`config.mk`:
```
export PLATFORM = sky130hd
export DESIGN_NAME = swss_obuf
export DESIGN_NICKNAME = d
export VERILOG_FILES = /design/src/sv/swss_pkg.sv /design/src/sv/swss_obuf.sv
export SDC_FILE = /design/constraint.sdc
export NUM_CORES = 1
export LEC_CHECK = 0
export ABC_AREA = 1
export BUFFER_PORTS_ARGS = -buffer_cell sky130_fd_sc_hd__buf_2
export CORE_UTILIZATION = 30
export CTS_CLUSTER_DIAMETER = 100
export DETAILED_ROUTE_END_ITERATION = 7
export PLACE_DENSITY = 0.61
export SYNTH_ARGS = -nofsm -noshare
export SYNTH_HDL_FRONTEND = slang
export SYNTH_SLANG_ARGS = --single-unit
```
`constraint.sdc`:
```
create_clock -name clk -period 9.5 [get_ports clk]
set_clock_uncertainty 0.15 [all_clocks]
set_input_delay 1.9 -clock clk [delete_from_list [all_inputs] [get_ports clk]]
set_output_delay 1.9 -clock clk [all_outputs]
set_load 0.05 [all_outputs]
```
`src/sv/swss_pkg.sv`:
```
`timescale 1ns / 1ps

package swss_pkg;

    localparam int STACK_DEPTH  = 1024;
    localparam int MAX_CHUNK    = 16;
    localparam int HANDLE_WIDTH = 64;

    // Field widths fixed by the interface.
    localparam int KIND_W   = 3;
    localparam int TASK_W   = 64;
    localparam int HEIGHT_W = 16;
    localparam int AMT_W    = 5;
    localparam int IDX_W    = 11;
    localparam int COUNT_W  = 32;
    localparam int ERR_W    = 2;

    localparam int ADDR_W = $clog2(STACK_DEPTH);
    localparam int CNT_W  = $clog2(MAX_CHUNK + 1);

    localparam logic [KIND_W-1:0] KIND_PUSH    = 3'd0;
    localparam logic [KIND_W-1:0] KIND_POP     = 3'd1;
    localparam logic [KIND_W-1:0] KIND_RELEASE = 3'd2;
    localparam logic [KIND_W-1:0] KIND_ACQUIRE = 3'd3;
    localparam logic [KIND_W-1:0] KIND_STEAL   = 3'd4;
    localparam logic [KIND_W-1:0] KIND_EMPTY   = 3'd5;

    localparam logic [ERR_W-1:0] ERR_NONE     = 2'd0;
    localparam logic [ERR_W-1:0] ERR_OVERFLOW = 2'd1;
    localparam logic [ERR_W-1:0] ERR_EMPTY    = 2'd2;
    localparam logic [ERR_W-1:0] ERR_RELEASE  = 2'd3;

    typedef struct packed {
        logic [TASK_W-1:0]   task_out;
        logic                success;
        logic [ERR_W-1:0]    error_code;
        logic [IDX_W-1:0]    local_depth;
        logic [IDX_W-1:0]    shared_available;
        logic [IDX_W-1:0]    top_position;
        logic [COUNT_W-1:0]  pushed_total;
        logic [IDX_W-1:0]    peak_depth;
        logic [HEIGHT_W-1:0] peak_height;
        logic                last;
    } res_t;

endpackage

```
`src/sv/swss_obuf.sv`:
```
`timescale 1ns / 1ps

module swss_obuf (
    input  logic           clk,
    input  logic           rst_n,
    input  logic           res_valid,
    output logic           res_ready,
    input  swss_pkg::res_t res,
    output logic           out_valid,
    input  logic           out_ready,
    output swss_pkg::res_t out_res
);

    import swss_pkg::*;

    logic valid_reg;
    res_t data_reg;

    // A held beat moves out in the same cycle that a new one is loaded.
    assign res_ready = !valid_reg || out_ready;
    assign out_valid = valid_reg;
    assign out_res   = data_reg;

    always_ff @(posedge clk or negedge rst_n)
    begin
        if (!rst_n)
        begin
            valid_reg <= 1'b0;
        end
        else if (res_ready)
        begin
            valid_reg <= res_valid;
        end
    end

    always_ff @(posedge clk)
    begin
        if (res_valid && res_ready)
        begin
            data_reg <= res;
        end
    end

endmodule

```
# Word-level counts from Yosys, hierarchy flattened
# Index checks and enable logic that the tools add are counted.
dict set report classes {
  n_reduce_logical 3
}
# op n
set op_table {}
lappend op_table {{logical AND 1 bit} 1}
lappend op_table {{zero test 1 bit} 1}
lappend op_table {{logical OR 1 bit} 1}
dict set report word_totals {
  word_cells 14
  reg_bits 161
}

# Logic depth before layout (Yosys ltp)
dict set report depth {
  ltp_word 3
  depth_mapped 3
  ltp_nobuf 3
}

# Worst setup path after synthesis
# OpenSTA, ideal clock, no wires.
dict set report synth_timing {
  path_kind {input to register}
  start {in res_valid}
  end {reg data_reg (netlist bit out_res[0]), enable pin}
  stages 2
  setup_time_ns 0.732
  arrival_ns 9.633
  path_slack_ns -1.015
  required_ns 8.618
  cell_sequence {inv_1 > a21oi_1}
}
dict set report synth_between {
  elab_chain_cells 1
}
# item line_no
set synth_rtl {}
lappend synth_rtl {{start: declaration} swss_obuf.sv:6} ;# input logic res_valid,
lappend synth_rtl {{logical AND 1 bit} swss_obuf.sv:38} ;# if (res_valid && res_ready)
lappend synth_rtl {{end signal: assignment} swss_obuf.sv:40} ;# data_reg <= res;
lappend synth_rtl {{end: declaration} swss_obuf.sv:17} ;# res_t data_reg;
# Every way passes these cells.
# A chain may end at the register's enable or synchronous reset.

# Final worst setup path
dict set report layout_timing {
  start {in out_ready}
  end {out res_ready}
}
dict set report layout_between {
  elab_chain_cells 1
}
# item line_no
set layout_rtl {}
lappend layout_rtl {{start: declaration} swss_obuf.sv:10} ;# input logic out_ready,
lappend layout_rtl {{logical OR 1 bit} swss_obuf.sv:20} ;# assign res_ready = !valid_reg || out_ready;
lappend layout_rtl {{end: declaration} swss_obuf.sv:7} ;# output logic res_ready,
# Every way passes these cells.

==> impl_results.md <==
- Status: finished, final reports clean
- Initial antenna violation count: 1
- Sequential share of the synthesized area: 99.6%
- Worst Tran Pin Value: 1010 ps
- Initial DRC Count: 184
- Resized cells post-CTS: 0
- Dpl cells: 709
- Top_reg_cell synth: edfxtp_1
- Grt total ovfl: 0
- CTS tree: done
- Post-route ant nets: 0
- Clock Latency Late Sink: 420 ps
- Final cell count without fillers: 742
- Fin crit period: 4460 ps
- Cell row count: 46
- Post-synth top area share: 99.1%
- Drt via density: 4.01
- CTS Root Cell: clkbuf_16
- Worst setup EP type: primary output
- Post-synth EDFFs: 160
- Setup TNS: 0 ps
- I/O Pins: 326
- CTS H-tree lvls: 4
- Final #Nets: 676
- Clock Sinks: 161
- Post-CTS Hold Buffers: 0
- First-pass GRT wire length: 15500 um
- Fmax: 224 MHz
- Top sig layer: met4
- Synth area leaders: edfxtp_1 99%, dfrtp_1 0.52%, inv_1 0.15%
- Buf/Inv on CP: 3
- Die height: 129 um
- Leak: 3.16 nW
- Drt pass-1 iters: 4
- Bufs on Longest Clock Path: 2
- RSZ-0062 raised after global routing: false
- Required @ worst endpoint: 7450 ps
- Mapped cell area: 4850 um2
- Top delay family on crit path: buffers and inverters
- Synth-to-layout area growth: 53.3%
- Mapped Cells: 166
- Clock transition at the registers of the reported paths: 60 ps
- Fin crit share: 47.0%
- Max cap viols: 0
- Met1 WL: 4040 um
- Routed wire length: 11200 um
- Post-CTS setup buffers: 0
- GPL Wtd Cong: 0.738
- WL met3: 1260 um
- Cell taking the most area after synthesis: edfxtp_1
- Pin count of the biggest net entering global routing: 82
- Cell mode on critical path: buf_2
- Vias in the first global route: 2996
- Core ar.: 15800 um2
- Synth Register Bits: 161
- Share of layout cells above drive strength 1: 68.2%
- Hold WS: 468 ps
- Final setup vio count: 0
- CP max stage cell: buf_2
- Yosys warns: 0
- Detailed-routed wire length on met2: 5720 um
- Most common cell in the netlist: edfxtp_1
- All-Layer GR Usage: 13.0%
- Post-synth ARST share: 0.621%
- Number of CTS-inserted buffers: 17
- Initial Utilization: 30.6%
- Die width: 129 um
- Crit-path max FO: 2
- Synth Area per Inst: 29.2 um2
- Worst ir drop on vdd: 0.107 mV
- Synth Net Count: 330
- Crit path arrival time: 2410 ps
- CP max stage delay: 220 ps
- Worst hold-check path type: flip-flop to flip-flop
- # port buffers: 325
- Max transition margin: 32.5%
- Netlist cell types: 5
- Fill count: 1399
- PwrDens: 244 nW/um2
- Average routed wire per standard cell: 15.1 um
- # DRC: 0
- Hold Fails Final Rpt: 0
- Vias: 2973
- Die area: 16700 um2
- CP cell instances: buf_2 -> inv_1 -> nand2_1 -> buf_2
- CP Class: input pin to primary output
- Startpoint Class: input pin
- Synth top cells by count: 160 x edfxtp_1, 2 x inv_1, 2 x nand2_1
- Max Slew Vio Count: 0
-- tightest hold or removal path: cells and delay by family (launching register included) --
| family | cells | cell delay, ps |
|---|---|---|
| flops | 1 | 410 |
| simple gates | 2 | 170 |
-- stage by stage --
stage | area [um2] | utilization, % | worst slack [ps] | total power, mW
floorplan | 4850 | - | 2280 | 1.01
global placement | 6770 | 42.8 | 5040 | 1.07
detailed placement | 6770 | 42.8 | 5030 | 1.08
CTS | 7430 | 47.0 | 5030 | 1.84
global route | 7440 | 47.0 | 5020 | 1.88
finish | 7440 | 47.0 | 5040 | 1.81
-- path summary, 6_finish.rpt --
kind	start	endpoint	slack, ps	cells past startpoint
worst max-delay path	out_ready	res_ready	5040	4
worst min register to register	out_valid$_DFFE_PN0P_	out_valid$_DFFE_PN0P_	470	2
min in group asynchronous	rst_n	out_valid$_DFFE_PN0P_	1090	1
max in group asynchronous	rst_n	out_valid$_DFFE_PN0P_	8020	1
worst min-delay path	out_valid$_DFFE_PN0P_	out_valid$_DFFE_PN0P_	470	2
worst max register to register	out_valid$_DFFE_PN0P_	out_res[6]$_DFFE_PP_	7530	2
-- power breakdown --
part	switching, mW	internal (mW)	leakage (nW)
registers	0.00859	0.829	1.53
clock network	0.269	0.484	0.315
logic	0.172	0.0482	1.31
-- area by class of cell --
cell class | instances | area (um2) | share of cell area (%)
clock buffers | 21 | 460 | 6.19
inverters | 2 | 7.51 | 0.101
flip-flops and latches | 161 | 4830 | 65.0
well taps | 216 | 270 | 3.63
multi-input cells | 3 | 23.8 | 0.320
diodes | 1 | 2.50 | 0.0337
clock inverters | 11 | 200 | 2.69
repair buffers | 327 | 1640 | 22.1
-- sequential cells by signal, indices dropped and copies added, names as in the netlist --
name       count
out_res      160
out_valid      1
-- cell families after synthesis --
group | synth area share (%)
AND/OR/NAND/NOR | 0.155
AO/OA/AOI/OAI | 0.103
flip-flops | 99.6
buffers and inverters | 0.155
-- layer usage --
layer	global-route usage, %	vias up
met5	0	-
met4	7.40	0
met3	7.27	19
met2	21.5	191
met1	12.9	1394
li1	-	1369
-- layout by cell type (no fill, tap or decap), drive strengths merged --
master | Yosys | layout
clkinvlp | 0 | 2
diode | 0 | 1
clkbuf | 0 | 21
edfxtp | 160 | 160
inv | 2 | 5
nand2 | 2 | 2
dfrtp | 1 | 1
buf | 0 | 327
a21oi | 1 | 1
bufinv | 0 | 5
clkinv | 0 | 1
No activity file was read; power rests on OpenSTA's default activity.
